==> src/rtl/core/sat_pkg.sv <==
// Shared types and constants for the shell argument tokenizer.
package sat_pkg;

    localparam int unsigned MAX_TOKENS  = 16;
    localparam int unsigned COUNT_W     = 5;
    localparam int unsigned INDEX_W     = 4;
    localparam int unsigned QUEUE_DEPTH = 4;
    localparam int unsigned QPTR_W      = $clog2(QUEUE_DEPTH);
    localparam int unsigned QCNT_W      = $clog2(QUEUE_DEPTH + 1);

    localparam logic [COUNT_W-1:0] LIMIT_MAX   = COUNT_W'(MAX_TOKENS);
    localparam logic [COUNT_W-1:0] LIMIT_RESET = 5'd16;

    localparam logic [7:0] CHAR_BACKSLASH = 8'h5C;
    localparam logic [7:0] CHAR_DQUOTE    = 8'h22;
    localparam logic [7:0] CHAR_SQUOTE    = 8'h27;
    localparam logic [7:0] CHAR_SPACE     = 8'h20;
    localparam logic [7:0] CHAR_TAB       = 8'h09;
    localparam logic [7:0] CHAR_CR        = 8'h0D;

    typedef enum logic [1:0] {
        EV_BEGIN  = 2'd0,
        EV_CHAR   = 2'd1,
        EV_END    = 2'd2,
        EV_STATUS = 2'd3
    } event_kind_t;

    typedef enum logic [1:0] {
        ST_OK       = 2'd0,
        ST_TOO_MANY = 2'd1,
        ST_UNCLOSED = 2'd2
    } line_status_t;

    typedef struct packed {
        logic [7:0] char_byte;
        logic       end_of_line;
    } in_req_t;

    typedef struct packed {
        event_kind_t          event_kind;
        logic [INDEX_W-1:0]   token_index;
        logic [7:0]           token_char;
        line_status_t         line_status;
        logic [COUNT_W-1:0]   token_count;
        logic                 last_of_run;
    } out_req_t;

    function automatic logic is_blank(input logic [7:0] c);
        return (c == CHAR_SPACE) || (c >= CHAR_TAB && c <= CHAR_CR);
    endfunction

endpackage

==> src/rtl/core/shell_argument_tokenizer.sv <==
// Top level of the shell argument tokenizer: byte-stream parser with result queue.
//
//  channel   dir  ports                   carries
//  s_        in   s_valid/s_ready/s_data  one line byte or the end-of-line marker
//  m_        out  m_valid/m_ready/m_data  token begin/char/end events, line status
//  cfg_      in   cfg_wr_en/cfg_wr_data   token_limit, written without handshake
//
// Each accepted request is parsed in the cycle it is accepted and produces up
// to two results, which go into a 4-entry result queue; m_data is the queue head.
// One request per cycle is taken while the queue has two free entries, so the
// sustained rate is one request per cycle whenever results drain as fast.
// Reset (synchronous, aresetn low) empties the queue, clears the parser and
// sets token_limit to 16. A stalled m_ready backs up into s_ready only via the queue.
module shell_argument_tokenizer (
    input  logic                          aclk,
    input  logic                          aresetn,
    input  logic                          s_valid,
    output logic                          s_ready,
    input  sat_pkg::in_req_t              s_data,
    output logic                          m_valid,
    input  logic                          m_ready,
    output sat_pkg::out_req_t             m_data,
    input  logic                          cfg_wr_en,
    input  logic [sat_pkg::COUNT_W-1:0]   cfg_wr_data
);

    logic [sat_pkg::COUNT_W-1:0] token_limit_reg, token_limit_next;
    logic inside_token_reg, inside_token_next;
    logic quote_open_reg, quote_open_next;
    logic quote_is_double_reg, quote_is_double_next;
    logic escape_pending_reg, escape_pending_next;
    logic [sat_pkg::COUNT_W-1:0] tokens_seen_reg, tokens_seen_next;
    logic overflow_seen_reg, overflow_seen_next;

    sat_pkg::out_req_t queue_reg [sat_pkg::QUEUE_DEPTH];
    logic [sat_pkg::QPTR_W-1:0] wr_ptr_reg, wr_ptr_next;
    logic [sat_pkg::QPTR_W-1:0] rd_ptr_reg, rd_ptr_next;
    logic [sat_pkg::QCNT_W-1:0] count_reg, count_next;

    sat_pkg::out_req_t res [2];
    logic [1:0] n_res;
    logic [sat_pkg::COUNT_W-1:0] limit;
    logic [sat_pkg::INDEX_W-1:0] cur;
    logic [7:0] c;
    logic accept, pop;

    assign s_ready = count_reg <= sat_pkg::QCNT_W'(sat_pkg::QUEUE_DEPTH - 2);
    assign accept  = s_valid && s_ready;
    assign m_valid = count_reg != '0;
    assign pop     = m_valid && m_ready;
    assign m_data  = queue_reg[rd_ptr_reg];
    assign c       = s_data.char_byte;
    assign limit   = (token_limit_reg < sat_pkg::LIMIT_MAX) ? token_limit_reg
                                                            : sat_pkg::LIMIT_MAX;

    always_comb begin
        token_limit_next     = cfg_wr_en ? cfg_wr_data : token_limit_reg;
        inside_token_next    = inside_token_reg;
        quote_open_next      = quote_open_reg;
        quote_is_double_next = quote_is_double_reg;
        escape_pending_next  = escape_pending_reg;
        tokens_seen_next     = tokens_seen_reg;
        overflow_seen_next   = overflow_seen_reg;
        res[0]  = '0;
        res[1]  = '0;
        n_res   = 2'd0;
        cur     = tokens_seen_reg[sat_pkg::INDEX_W-1:0] - sat_pkg::INDEX_W'(1);

        if (accept) begin
            if (s_data.end_of_line) begin
                if (inside_token_reg && !overflow_seen_reg) begin
                    res[0].event_kind  = sat_pkg::EV_END;
                    res[0].token_index = cur;
                    n_res = 2'd1;
                end
                res[n_res[0]].event_kind  = sat_pkg::EV_STATUS;
                res[n_res[0]].token_count = tokens_seen_reg;
                if (overflow_seen_reg) begin
                    res[n_res[0]].line_status = sat_pkg::ST_TOO_MANY;
                end else if (quote_open_reg) begin
                    res[n_res[0]].line_status = sat_pkg::ST_UNCLOSED;
                end else begin
                    res[n_res[0]].line_status = sat_pkg::ST_OK;
                end
                n_res = n_res + 2'd1;
                inside_token_next    = 1'b0;
                quote_open_next      = 1'b0;
                quote_is_double_next = 1'b0;
                escape_pending_next  = 1'b0;
                tokens_seen_next     = '0;
                overflow_seen_next   = 1'b0;
            end else if (!overflow_seen_reg) begin
                if (!inside_token_reg && sat_pkg::is_blank(c)) begin
                    // blank between tokens: skipped
                end else if (!inside_token_reg && tokens_seen_reg >= limit) begin
                    overflow_seen_next = 1'b1;
                end else begin
                    if (!inside_token_reg) begin
                        cur = tokens_seen_reg[sat_pkg::INDEX_W-1:0];
                        res[0].event_kind  = sat_pkg::EV_BEGIN;
                        res[0].token_index = cur;
                        n_res = 2'd1;
                        tokens_seen_next  = tokens_seen_reg + sat_pkg::COUNT_W'(1);
                        inside_token_next = 1'b1;
                    end
                    priority if (escape_pending_reg) begin
                        escape_pending_next = 1'b0;
                        res[n_res[0]].event_kind  = sat_pkg::EV_CHAR;
                        res[n_res[0]].token_index = cur;
                        res[n_res[0]].token_char  = c;
                        n_res = n_res + 2'd1;
                    end else if (c == sat_pkg::CHAR_BACKSLASH) begin
                        escape_pending_next = 1'b1;
                    end else if (!quote_open_reg &&
                                 (c == sat_pkg::CHAR_DQUOTE || c == sat_pkg::CHAR_SQUOTE)) begin
                        quote_open_next      = 1'b1;
                        quote_is_double_next = c == sat_pkg::CHAR_DQUOTE;
                    end else if (quote_open_reg &&
                                 c == (quote_is_double_reg ? sat_pkg::CHAR_DQUOTE
                                                           : sat_pkg::CHAR_SQUOTE)) begin
                        quote_open_next      = 1'b0;
                        quote_is_double_next = 1'b0;
                    end else if (!quote_open_reg && sat_pkg::is_blank(c)) begin
                        inside_token_next = 1'b0;
                        res[n_res[0]].event_kind  = sat_pkg::EV_END;
                        res[n_res[0]].token_index = cur;
                        n_res = n_res + 2'd1;
                    end else begin
                        res[n_res[0]].event_kind  = sat_pkg::EV_CHAR;
                        res[n_res[0]].token_index = cur;
                        res[n_res[0]].token_char  = c;
                        n_res = n_res + 2'd1;
                    end
                end
            end
        end

        // n_res of 2 marks slot 1, n_res of 1 marks slot 0
        if (n_res != 2'd0) begin
            res[n_res[1]].last_of_run = 1'b1;
        end

        wr_ptr_next = wr_ptr_reg + sat_pkg::QPTR_W'(n_res);
        rd_ptr_next = rd_ptr_reg + sat_pkg::QPTR_W'(pop);
        count_next  = count_reg + sat_pkg::QCNT_W'(n_res) - sat_pkg::QCNT_W'(pop);
    end

    always_ff @(posedge aclk) begin
        if (!aresetn) begin
            token_limit_reg     <= sat_pkg::LIMIT_RESET;
            inside_token_reg    <= 1'b0;
            quote_open_reg      <= 1'b0;
            quote_is_double_reg <= 1'b0;
            escape_pending_reg  <= 1'b0;
            tokens_seen_reg     <= '0;
            overflow_seen_reg   <= 1'b0;
            wr_ptr_reg          <= '0;
            rd_ptr_reg          <= '0;
            count_reg           <= '0;
        end else begin
            token_limit_reg     <= token_limit_next;
            inside_token_reg    <= inside_token_next;
            quote_open_reg      <= quote_open_next;
            quote_is_double_reg <= quote_is_double_next;
            escape_pending_reg  <= escape_pending_next;
            tokens_seen_reg     <= tokens_seen_next;
            overflow_seen_reg   <= overflow_seen_next;
            wr_ptr_reg          <= wr_ptr_next;
            rd_ptr_reg          <= rd_ptr_next;
            count_reg           <= count_next;
        end
    end

    always_ff @(posedge aclk) begin
        if (n_res != 2'd0) begin
            queue_reg[wr_ptr_reg] <= res[0];
        end
        if (n_res == 2'd2) begin
            queue_reg[wr_ptr_reg + sat_pkg::QPTR_W'(1)] <= res[1];
        end
    end

endmodule

==> config.mk <==
export PLATFORM = sky130hd
export DESIGN_NAME = shell_argument_tokenizer
export DESIGN_NICKNAME = d
export VERILOG_FILES = /design/src/rtl/core/sat_pkg.sv /design/src/rtl/core/shell_argument_tokenizer.sv
export SDC_FILE = /design/constraint.sdc
export NUM_CORES = 1
export LEC_CHECK = 0
export BUFFER_PORTS_ARGS = -buffer_cell sky130_fd_sc_hd__buf_2
export CAP_MARGIN = 20
export CORE_MARGIN = 3
export CORE_UTILIZATION = 30
export DETAILED_ROUTE_END_ITERATION = 8
export GPL_TIMING_DRIVEN = 0
export PLACE_DENSITY = 0.5
export SETUP_SLACK_MARGIN = 0.2
export SLEW_MARGIN = 15
export SYNTH_ARGS = -nofsm -noshare
export SYNTH_HDL_FRONTEND = slang
export SYNTH_SLANG_ARGS = --single-unit
==> constraint.sdc <==
create_clock -name aclk -period 6.2 [get_ports aclk]
set_clock_uncertainty 0.2 [all_clocks]
set_input_delay 1.86 -clock aclk [delete_from_list [all_inputs] [get_ports aclk]]
set_output_delay 1.86 -clock aclk [all_outputs]
set_load 0.01 [all_outputs]
# Word-level counts from Yosys, hierarchy flattened
# Memories as Yosys holds them, arrays and structs flattened. A register that Yosys moved wholly into a read port is not among the register bits.
# Cells that the tools add are included.
[totals] regBits=22 inputBits=19 ramBits=88 n_memories=1 out_inout_bits=24 word_cells=186
[mem_list] memory="queue_reg" words=4 word_bits=22 read_ports=1 rd_ports_with_merged_regs=1 write_ports=2 line="shell_argument_tokenizer.sv:35" source="sat_pkg::out_req_t queue_reg [sat_pkg::QUEUE_DEPTH];"
[op_classes] n_addsub=9 bitwise_logic=3 n_lt_le_gt_ge=11 n_mux=117 n_eq_ne=12 reduce_logical=23
[ops] operator="$mux W44" n=13
[ops] operator="$bwmux W44" n=11
[ops] operator="$demux W22 S1" n=7
[ops] operator="$mux W6" n=9
[ops] operator="$mux W22" n=2
[ops] operator="$mux W1" n=41
[ops] operator="$mux W2" n=17
[ops] operator="$mux W5" n=6
[ops] operator="$mux W4" n=7
[ops] operator="$eq A8 B6 Y1 const B" n=3
[ops] operator="$mux W20" n=1
[ops] operator="$mux W16" n=1
[ops] operator="$logic_and A1 B1 Y1" n=12
[ops] operator="$ne A2 B2 Y1 const B" n=6
[ops] operator="$eq A8 B6 Y1" n=1
[ops] operator="$eq A8 B7 Y1 const B" n=1
[ops] operator="$ge A8 B4 Y1 const B" n=1
[ops] operator="$le A8 B4 Y1 const B" n=1
[ops] operator="$mux W8" n=1
[ops] operator="$reduce_and A7 Y1" n=1
[ops] operator="$add A2 B1 Y2 const B" n=3
[ops] operator="$ge A2 B2 Y1 const B" n=3
[ops] operator="$lt A2 B1 Y1 const B" n=3
[ops] operator="$not A1 Y2" n=3
[ops] operator="other kinds (17)" n=21

# Depth between registers and ports, before layout
# Gate-level depths: netlist of run 1.
[depth] word_depth=29 ltp_mapped=17 ltp_nobuf=17

# Worst setup path before layout of run 1
# Ideal clock, no wire load.
[synth_timing] kind="input port to flip-flop" start="input s_data[5] (netlist name)" end="memory queue_reg[2][0] (netlist name) (enable)" slack_ns=0.480 setup_ns=0.432 t_required_ns=5.568 arrival_ns=5.088 cell_stages=8 cell_sequence="nor3_1 > o2111ai_1 > ha_1 > inv_1 > o311a_1 > nor2_1 > nor2_1 > o21ai_0"
[synth_lines] element="from (decl)" line="shell_argument_tokenizer.sv:19" source="input sat_pkg::in_req_t s_data,"
[synth_lines] element="to (decl)" line="shell_argument_tokenizer.sv:35"

==> results.json, run 1 <==
{
  "ys.warnings.count": 0,
  "path_clk_slew_ns": 0.07,
  "vias": 3942,
  "htree_levels": 3,
  "post-cts-setup-buffers": 0,
  "fin_ws_ns": 0.710,
  "clock_path_buffers": 2,
  "timing.fmax_ghz": 0.182,
  "cts-root-buf": "clkbuf_16",
  "r2r-start": "tokens_seen_reg[0]$_SDFFE_PN0P_",
  "cp.buffers_inverters": 3,
  "grt_antenna_before_repair": 0,
  "finalHoldViolations": 0,
  "grt_pass1_wl_um": 22600,
  "critPathMaxFanout": 15,
  "ios": 43,
  "crit_chain": "buf_2 > nor3_1 > o2111ai_1 > ha_1 > inv_1 > o311a_1 > o21ai_0 > a21boi_0 > nor2_4 > buf_16",
  "cts_tree": "done",
  "clk_latency_ns": 0.36,
  "power_leakage_nw": 2.38,
  "cts_sinks": 110,
  "endpoint_kind": "flop",
  "synth-edff-count": 88,
  "r2r_cells": 11,
  "grt_pass1_vias": 3921,
  "maxCapViolations": 0,
  "pre_cts_slack_ns": 0.349,
  "power_mw": 2.20,
  "cp.arrival_ns": 5.41,
  "finalCriticalPeriod_ns": 5.49,
  "r2r-end": "queue_reg[3][13]$_DFFE_PP_",
  "grt_max_degree": 21,
  "drive_gt1_share_pct": 19.5,
  "reg2reg_slack_ns": 1.88,
  "period_share_pct": 88.5,
  "drc": 0,
  "synth_cells": 473,
  "rsz0062_at_grt": "false",
  "ys_types": 61,
  "n_fill_cell": 1828,
  "die_w_um": 144,
  "fin_cells": 761,
  "tightest_slew_ns": 0.917,
  "synth_flop_cell": "edfxtp_1",
  "gr-usage-all-layers_pct": 14.6,
  "numPortBuffers": 39,
  "largest_register_ffs": 88,
  "wl_um": 14400,
  "synthesis.area_um2": 5740,
  "async_flop_share_pct": 0,
  "row_count": 49,
  "drt-initial-drc-count": 288,
  "hold_path_startpoint": "quote_is_double_reg$_SDFFE_PN0P_",
  "start_kind": "input pin",
  "start_util_pct": 31.2,
  "synth_seq_cells": 110,
  "die_h_um": 144,
  "nets": 562,
  "crit_family": "compound AO/OA/AOI/OAI gates",
  "cts_resized": 0,
  "ys_seq_area_share_pct": 53.7,
  "hold_buffers": 0,
  "synth_nets": 507,
  "worst-endpoint-required_ns": 6.12,
  "min_delay_path_depth": 2,
  "slowest_delay_ns": 0.70,
  "setup_violations": 0,
  "crit_slowest_cell": "o21ai_0",
  "fp.dieArea_um2": 20800,
  "avgSynthCellArea_um2": 12.1,
  "diodes": 0,
  "path_class": "in2reg",
  "p_per_area_nw_per_um2": 330,
  "hold_class": "reg2reg",
  "vdd.ir_drop.worst_mv": 0.180,
  "slew_viol_final": 0,
  "dp_hpwl_um": 10400,
  "dr.pass1.iters": 5,
  "status": "complete, no violations",
  "area_delta_synth_final_pct": 15.9,
  "placedCellCount": 746,
  "overflow": 0,
  "wl_per_cell_um": 19.0,
  "relSlewSlack_pct": 38.8,
  "core_area_um2": 18400,
  "gp_congestion": 0.872,
  "cts_buffers": 9,
  "vias_per_cell": 5.18,
  "antenna_left": 0,
  "worstHoldEndpoint": "quote_is_double_reg$_SDFFE_PN0P_"
}
-- worst min-delay path, stage by stage (launching register included) --
cell and delay, ns:
dfxtp_1 0.32, nand2_1 0.05, o21ai_0 0.06
-- per-stage QoR --
step | hold WS, ns | utilization, % | TNS, ns | cell area, µm²
5_1_grt | 0.304 | 36.2 | 0 | 6650
6_report | 0.274 | 36.2 | 0 | 6650
2_1_floorplan | 0.240 | - | 0 | 5740
4_1_cts | 0.279 | 36.2 | 0 | 6650
3_3_place_gp | 0.259 | 33.8 | -74.10 | 6220
3_5_place_dp | 0.267 | 34.7 | 0 | 6380
-- report_power, final --
part	switching (mW)	internal (mW)
logic	0.394	0.302
clock network	0.279	0.275
registers	0.0355	0.912
total	0.709	1.49
-- worst max path at each step --
stage               startpoint                          to  slack [ns]  depth (start not counted)
CTS                  s_data[5]  queue_reg[3][13]$_DFFE_PP_        0.72                         10
global route         s_data[5]   queue_reg[3][7]$_DFFE_PP_        0.42                         10
finish               s_data[5]  queue_reg[3][13]$_DFFE_PP_        0.71                         10
global placement     s_data[5]   queue_reg[2][8]$_DFFE_PP_       -1.62                          9
detailed placement   s_data[5]   queue_reg[3][8]$_DFFE_PP_        0.35                         10
floorplan            s_data[5]   queue_reg[2][0]$_DFFE_PP_        0.48                          8
-- layout by cell type, fill, tap and decap left out, types with 3 or more instances in the layout --
master / Yosys / final
a21oi_1: 24 / 24
a31oi_1: 3 / 3
and2_1: 61 / 61
and3_1: 6 / 6
and3b_1: 4 / 4
buf_1: 3 / 3
buf_16: 0 / 3
buf_2: 2 / 41
buf_4: 4 / 4
clkbuf_1: 17 / 17
clkbuf_16: 0 / 9
dfxtp_1: 22 / 22
edfxtp_1: 88 / 88
ha_1: 14 / 14
inv_1: 14 / 14
mux2i_1: 13 / 13
mux4_2: 22 / 22
nand2_1: 24 / 24
nand2b_1: 4 / 4
nand3_1: 14 / 14
nand4b_1: 3 / 3
nor2_1: 24 / 22
nor2b_1: 11 / 11
nor3_1: 4 / 4
o211ai_1: 3 / 3
o21ai_0: 25 / 24
o22ai_1: 8 / 7
or3_1: 4 / 4
xnor2_1: 6 / 6
-- cell usage after synthesis (all sizes together) (2+ instances only) --
library cell  count  share of area (%)
nand3            14                1.2
ha               14                3.1
nor2b            11                1.2
o211a             2               0.35
o21ai            28                2.5
nand2            24                1.6
a21oi            25                2.2
clkbuf           17                1.1
a31oi             3               0.33
buf               9               0.89
xnor2             6               0.92
nor4b             2               0.31
dfxtp            22                7.7
o31ai             3               0.63
and3b             4               0.61
and2             61                6.6
o2111ai           2               0.61
and3              6               0.65
nor3b             2               0.26
or2               2               0.22
a21boi            2               0.26
edfxtp           88                 46
o211ai            3               0.39
a31o              2               0.31
mux4             22                8.6
nand2b            4               0.44
inv              15               0.98
nor3              4               0.35
nand4b            3               0.46
mux2i            15                2.7
nor4              2               0.22
xor2              2               0.31
or4               2               0.26
nor2             24                1.6
or3               4               0.44
o22ai             8               0.87
-- per-layer routing --
metal / share of wire (%) / global-route usage [%]
met1: 46 / 20.2
met2: 48 / 23.4
met3: 5.5 / 2.94
met4: 1.0 / 3.83
met5: 0 / 0
-- area by class of cell --
cell class	count	area (µm²)	area share, %
Tap cell	229	287	4.31
Clock inverter	6	46.3	0.696
Buffer	26	115	1.73
Inverter	16	60.1	0.903
Sequential cell	110	3080	46.3
Multi-Input combinational cell	321	2520	37.9
Clock buffer	9	225	3.39
Timing Repair Buffer	44	313	4.70
-- cell families (layout without fill, tap and decap cells) --
family | Yosys count | count (layout) | share of synthesized area, %
buffers and inverters | 42 | 101 | 3.05
multiplexers | 37 | 37 | 11.4
adder cells (fa/ha/maj) | 15 | 15 | 3.40
XOR/XNOR | 8 | 8 | 1.22
AND/OR/NAND/NOR | 171 | 171 | 16.8
flip-flops | 110 | 110 | 53.7
AO/OA/AOI/OAI | 90 | 90 | 10.5
Note: power is estimated with default switching activity, not from simulation.
==> inputs of run 2 (changes only) <==
CTS_BUF_LIST = sky130_fd_sc_hd__clkbuf_2   (was not set)
==> results.json, run 2 (synthesis gave the netlist of run 1 again) <==
{
  "nets": 562,
  "final_common_cell": "edfxtp_1",
  "cts_buffers": 9,
  "cp.buffers_inverters": 3,
  "grt_antenna_before_repair": 1,
  "path_class": "in2reg",
  "comb_power_share_pct": 35.7,
  "finalCriticalPeriod_ns": 5.16,
  "wl_um": 14400,
  "layout.cells.most_common_list": "88 x edfxtp_1, 61 x and2_1, 41 x buf_2",
  "drt-initial-drc-count": 356,
  "cts_resized": 0,
  "p_int_mw": 1.27,
  "p_per_area_nw_per_um2": 302,
  "power_leakage_nw": 2.31,
  "ios": 43,
  "fp.dieArea_um2": 20800,
  "timing.fmax_ghz": 0.194,
  "die_w_um": 144,
  "grt_pass1_wl_um": 22500,
  "maxCapViolations": 0,
  "power_mw": 1.95,
  "drive_gt1_share_pct": 19.5,
  "vdd.ir_drop.worst_mv": 0.183,
  "crit_family": "compound AO/OA/AOI/OAI gates",
  "dr.pass1.iters": 4,
  "hold_buffers": 0,
  "drc": 0,
  "gp_congestion": 0.872,
  "antenna_left": 0,
  "start_kind": "input pin",
  "setup_violations": 0,
  "numPortBuffers": 39,
  "status": "complete, no violations",
  "crit_chain": "buf_2 > nor3_1 > o2111ai_1 > ha_1 > inv_1 > o311a_1 > o21ai_0 > a21boi_0 > nor2_4 > buf_16",
  "slowest_delay_ns": 0.66,
  "power_frac_seq_pct": 48.5,
  "placedCellCount": 746,
  "tightest_slew_ns": 0.928,
  "clock_path_buffers": 2,
  "vias_per_cell": 5.15,
  "area_delta_synth_final_pct": 12.8,
  "critPathMaxFanout": 15,
  "largest_register_ffs": 88,
  "setup_tns_ns": 0,
  "dp_hpwl_um": 10400,
  "period_share_pct": 83.3,
  "cts-root-buf": "clkbuf_2",
  "post-cts-setup-buffers": 0,
  "gr-usage-all-layers_pct": 14.4,
  "finalHoldViolations": 0,
  "core_area_um2": 18400,
  "hold_class": "reg2reg",
  "htree_levels": 3,
  "p_sw_uw": 685,
  "cts_sinks": 110,
  "grt_max_degree": 21,
  "fin_cells": 762,
  "clockPowerShare_pct": 15.9,
  "wl_per_cell_um": 18.9,
  "grt_pass1_vias": 3923,
  "endpoint_kind": "flop",
  "clk_latency_ns": 0.60,
  "p_sw_share_pct": 35.0,
  "start_util_pct": 31.2,
  "row_count": 49,
  "relSlewSlack_pct": 38.1,
  "die_h_um": 144,
  "cts_tree": "done",
  "rsz0062_at_grt": "false",
  "worst-endpoint-required_ns": 6.41,
  "slew_viol_final": 0,
  "overflow": 0,
  "crit_slowest_cell": "o21ai_0",
  "cp.arrival_ns": 5.37,
  "path_clk_slew_ns": 0.30,
  "vias": 3923
}
run 2: cell count changes in the layout (fill, tap and decap cells not counted):
cell       change
clkbuf_2       +9
clkbuf_16      -9
diode_2        +1
run 2: power by group through the flow:
| stage | combinational [mW] | clock, mW | sequential (mW) |
|---|---|---|---|
| final | 0.697 | 0.310 | 0.947 |
| after global routing | 0.770 | 0.342 | 0.958 |
| after CTS | 0.716 | 0.320 | 0.948 |
| after detailed placement | 0.714 | 0 | 0.965 |
| after global placement | 0.651 | 0 | 0.968 |
| after floorplan | 0.439 | 0 | 0.955 |
run 2: per-layer routing:
| metal | global-route usage, % | routed length, µm | vias up |
|---|---|---|---|
| li1 | - | - | 1882 |
| met4 | 4.27 | 170 | 0 |
| met2 | 23.3 | 6840 | 82 |
| met3 | 2.22 | 569 | 10 |
| met5 | 0 | 0 | - |
| met1 | 20.1 | 6790 | 1949 |
run 2: worst register-to-register path: cells and delay by family (launching register included):
kind / cells / cell delay, ns
AO/OA/AOI/OAI: 5 / 1.83
buffers and inverters: 3 / 0.80
adder cells (fa/ha/maj): 1 / 0.32
AND/OR/NAND/NOR: 2 / 0.51
flip-flops: 1 / 0.43
run 2: area by class of cell:
type,instances,area [µm²]
diodes,1,2.50
fillers,1845,11900
inverters,16,60.1
repair buffers,44,313
clock buffers,9,45.0
clock inverters,6,46.3
plain buffers,26,115
well taps,229,287
flip-flops and latches,110,3080
multi-input cells,321,2520
run 2: worst paths after layout:
kind,startpoint,to,slack (ns),cells past startpoint
setup reg to reg,tokens_seen_reg[0]$_SDFFE_PN0P_,queue_reg[3][6]$_DFFE_PP_,1.89,11
setup / recovery,s_data[5],queue_reg[3][6]$_DFFE_PP_,1.04,10
hold / removal,quote_is_double_reg$_SDFFE_PN0P_,quote_is_double_reg$_SDFFE_PN0P_,0.29,2
hold reg to reg,quote_is_double_reg$_SDFFE_PN0P_,quote_is_double_reg$_SDFFE_PN0P_,0.29,2
run 2: through the flow:
step	hold slack (ns)	area (µm²)	setup WS [ns]	util, %
finish	0.292	6470	1.04	35.2
global route	0.319	6470	0.748	35.2
CTS	0.296	6470	1.05	35.2
detailed placement	0.267	6380	0.349	34.7
global placement	0.259	6220	-1.62	33.8
floorplan	0.240	5740	0.480	-
==> inputs of run 3 (changes only) <==
PLACE_DENSITY = 0.51   (was 0.5)
clock period = 4.3 ns   (was 6.2 ns; I/O delays follow)
==> results.json, run 3 (synthesis gave the netlist of run 1 again) <==
{
  "status": "complete, no violations",
  "power_mw": 2.92,
  "gp_congestion": 0.834,
  "cp.arrival_ns": 4.29,
  "r2r-start": "tokens_seen_reg[0]$_SDFFE_PN0P_",
  "p_per_area_nw_per_um2": 444,
  "area_delta_synth_final_pct": 14.6,
  "n_fill_cell": 1870,
  "hold_buffers": 0,
  "numPortBuffers": 39,
  "start_util_pct": 31.2,
  "grt_pass1_wl_um": 23300,
  "clock_path_buffers": 2,
  "hold_class": "reg2reg",
  "nets": 565,
  "cp-startpoint": "s_data[7]",
  "antenna_left": 0,
  "cts_buffers": 9,
  "cts-root-buf": "clkbuf_2",
  "reg2reg_slack_ns": 0.47,
  "relSlewSlack_pct": 43.7,
  "ios": 43,
  "slew_viol_final": 0,
  "drt-initial-drc-count": 424,
  "overflow": 0,
  "drive_gt1_share_pct": 22.8,
  "die_w_um": 144,
  "endpoint_kind": "flop",
  "final_common_cell": "edfxtp_1",
  "drc": 0,
  "finalCriticalPeriod_ns": 3.92,
  "vdd.ir_drop.worst_mv": 0.174,
  "wl_um": 15600,
  "htree_levels": 3,
  "hold_path_startpoint": "quote_is_double_reg$_SDFFE_PN0P_",
  "die_h_um": 144,
  "timing.fmax_ghz": 0.255,
  "largest_register_ffs": 88,
  "period_share_pct": 91.2,
  "dr.pass1.iters": 6,
  "path_clk_slew_ns": 0.30,
  "fp.dieArea_um2": 20800,
  "gr-usage-all-layers_pct": 15.0,
  "power_leakage_nw": 2.33,
  "tightest_slew_ns": 0.845,
  "vias": 4029,
  "row_count": 49,
  "maxCapViolations": 0,
  "grt_pass1_vias": 4041,
  "clk_latency_ns": 0.62,
  "path_class": "in2reg",
  "layout.cells.most_common_list": "88 x edfxtp_1, 61 x and2_1, 42 x buf_2",
  "cts_tree": "done",
  "grt_max_degree": 23,
  "diodes": 0,
  "wl_per_cell_um": 20.4,
  "worst-endpoint-required_ns": 4.66,
  "dp_hpwl_um": 10300,
  "rsz0062_at_grt": "false",
  "start_kind": "input pin",
  "finalHoldViolations": 0,
  "setup_violations": 0,
  "cts_sinks": 110,
  "postLayoutCoreUtil_pct": 35.8,
  "grt_antenna_before_repair": 0,
  "vias_per_cell": 5.27,
  "critPathMaxFanout": 8,
  "core_area_um2": 18400
}
==> run 3: changes by cell type in the layout (fill, tap and decap cells not counted), sizes merged <==
cell    previous run  this run
bufinv             0         1
diode              1         0
nor2              24        26
o21ai             28        29
inv               18        17
buf               53        52
o22ai              8         9
==> run 3: path summary, 6_finish.rpt <==
| kind | to | cells after the start |
|---|---|---|
| hold reg to reg | quote_is_double_reg$_SDFFE_PN0P_ | 2 |
| setup reg to reg | count_reg[2]$_SDFF_PN0_ | 16 |
| hold / removal | quote_is_double_reg$_SDFFE_PN0P_ | 2 |
| setup / recovery | count_reg[2]$_SDFF_PN0_ | 16 |
==> run 3: where the power goes <==
part | switching, mW | internal [mW] | total (mW)
registers | 0.0473 | 1.32 | 1.36
logic | 0.622 | 0.425 | 1.05
clock network | 0.372 | 0.137 | 0.509
total | 1.04 | 1.88 | 2.92
==> run 3: final cells by class <==
class / count / area, µm² / share of cell area (%)
well taps: 229 / 287 / 4.36
inverters: 16 / 60.1 / 0.913
clock buffers: 9 / 45.0 / 0.685
repair buffers: 43 / 263 / 3.99
plain buffers: 26 / 121 / 1.84
multi-input cells: 325 / 2650 / 40.3
flip-flops and latches: 110 / 3080 / 46.9
clock inverters: 6 / 70.1 / 1.07
==> run 3: critical path, stage by stage <==
cell	delay, ns
buf_2	0.16
nor3_4	0.27
o2111ai_2	0.19
ha_2	0.35
inv_1	0.04
o311a_4	0.43
nor2_4	0.17
inv_1	0.09
ha_1	0.29
inv_1	0.05
ha_1	0.13
inv_1	0.05
fa_2	0.33
xor2_1	0.16
xnor2_1	0.12
and2_1	0.15
==> run 3: per-stage QoR <==
stage | cells | worst slack (ns) | TNS (ns) | hold slack, ns | area (µm²)
floorplan | 473 | 0.0740 | 0 | 0.239 | 5840
global placement | 741 | -0.565 | -55.65 | 0.260 | 6320
detailed placement | 741 | -0.560 | -55.12 | 0.270 | 6320
CTS | 757 | 0.165 | 0 | 0.302 | 6480
global route | 764 | 0.206 | 0 | 0.343 | 6580
finish | 764 | 0.376 | 0 | 0.293 | 6580
==> run 3: metal layers <==
layer / part of all wire [%] / vias to the layer above / GRT usage, %
li1: - / 1891 / -
met4: 1.7 / 0 / 5.30
met3: 5.6 / 22 / 2.41
met5: 0 / - / 0
met2: 47 / 141 / 24.1
met1: 46 / 1975 / 20.6
==> run 3: timing repair <==
item                                    in CTS  in global routing
buffers inserted                             0                  4
resized for setup                            8                  8
endpoints found under the setup margin     128                102
pin swaps                                    3                  6
endpoints found under the hold margin        0                  0
gates cloned                                 1                  3
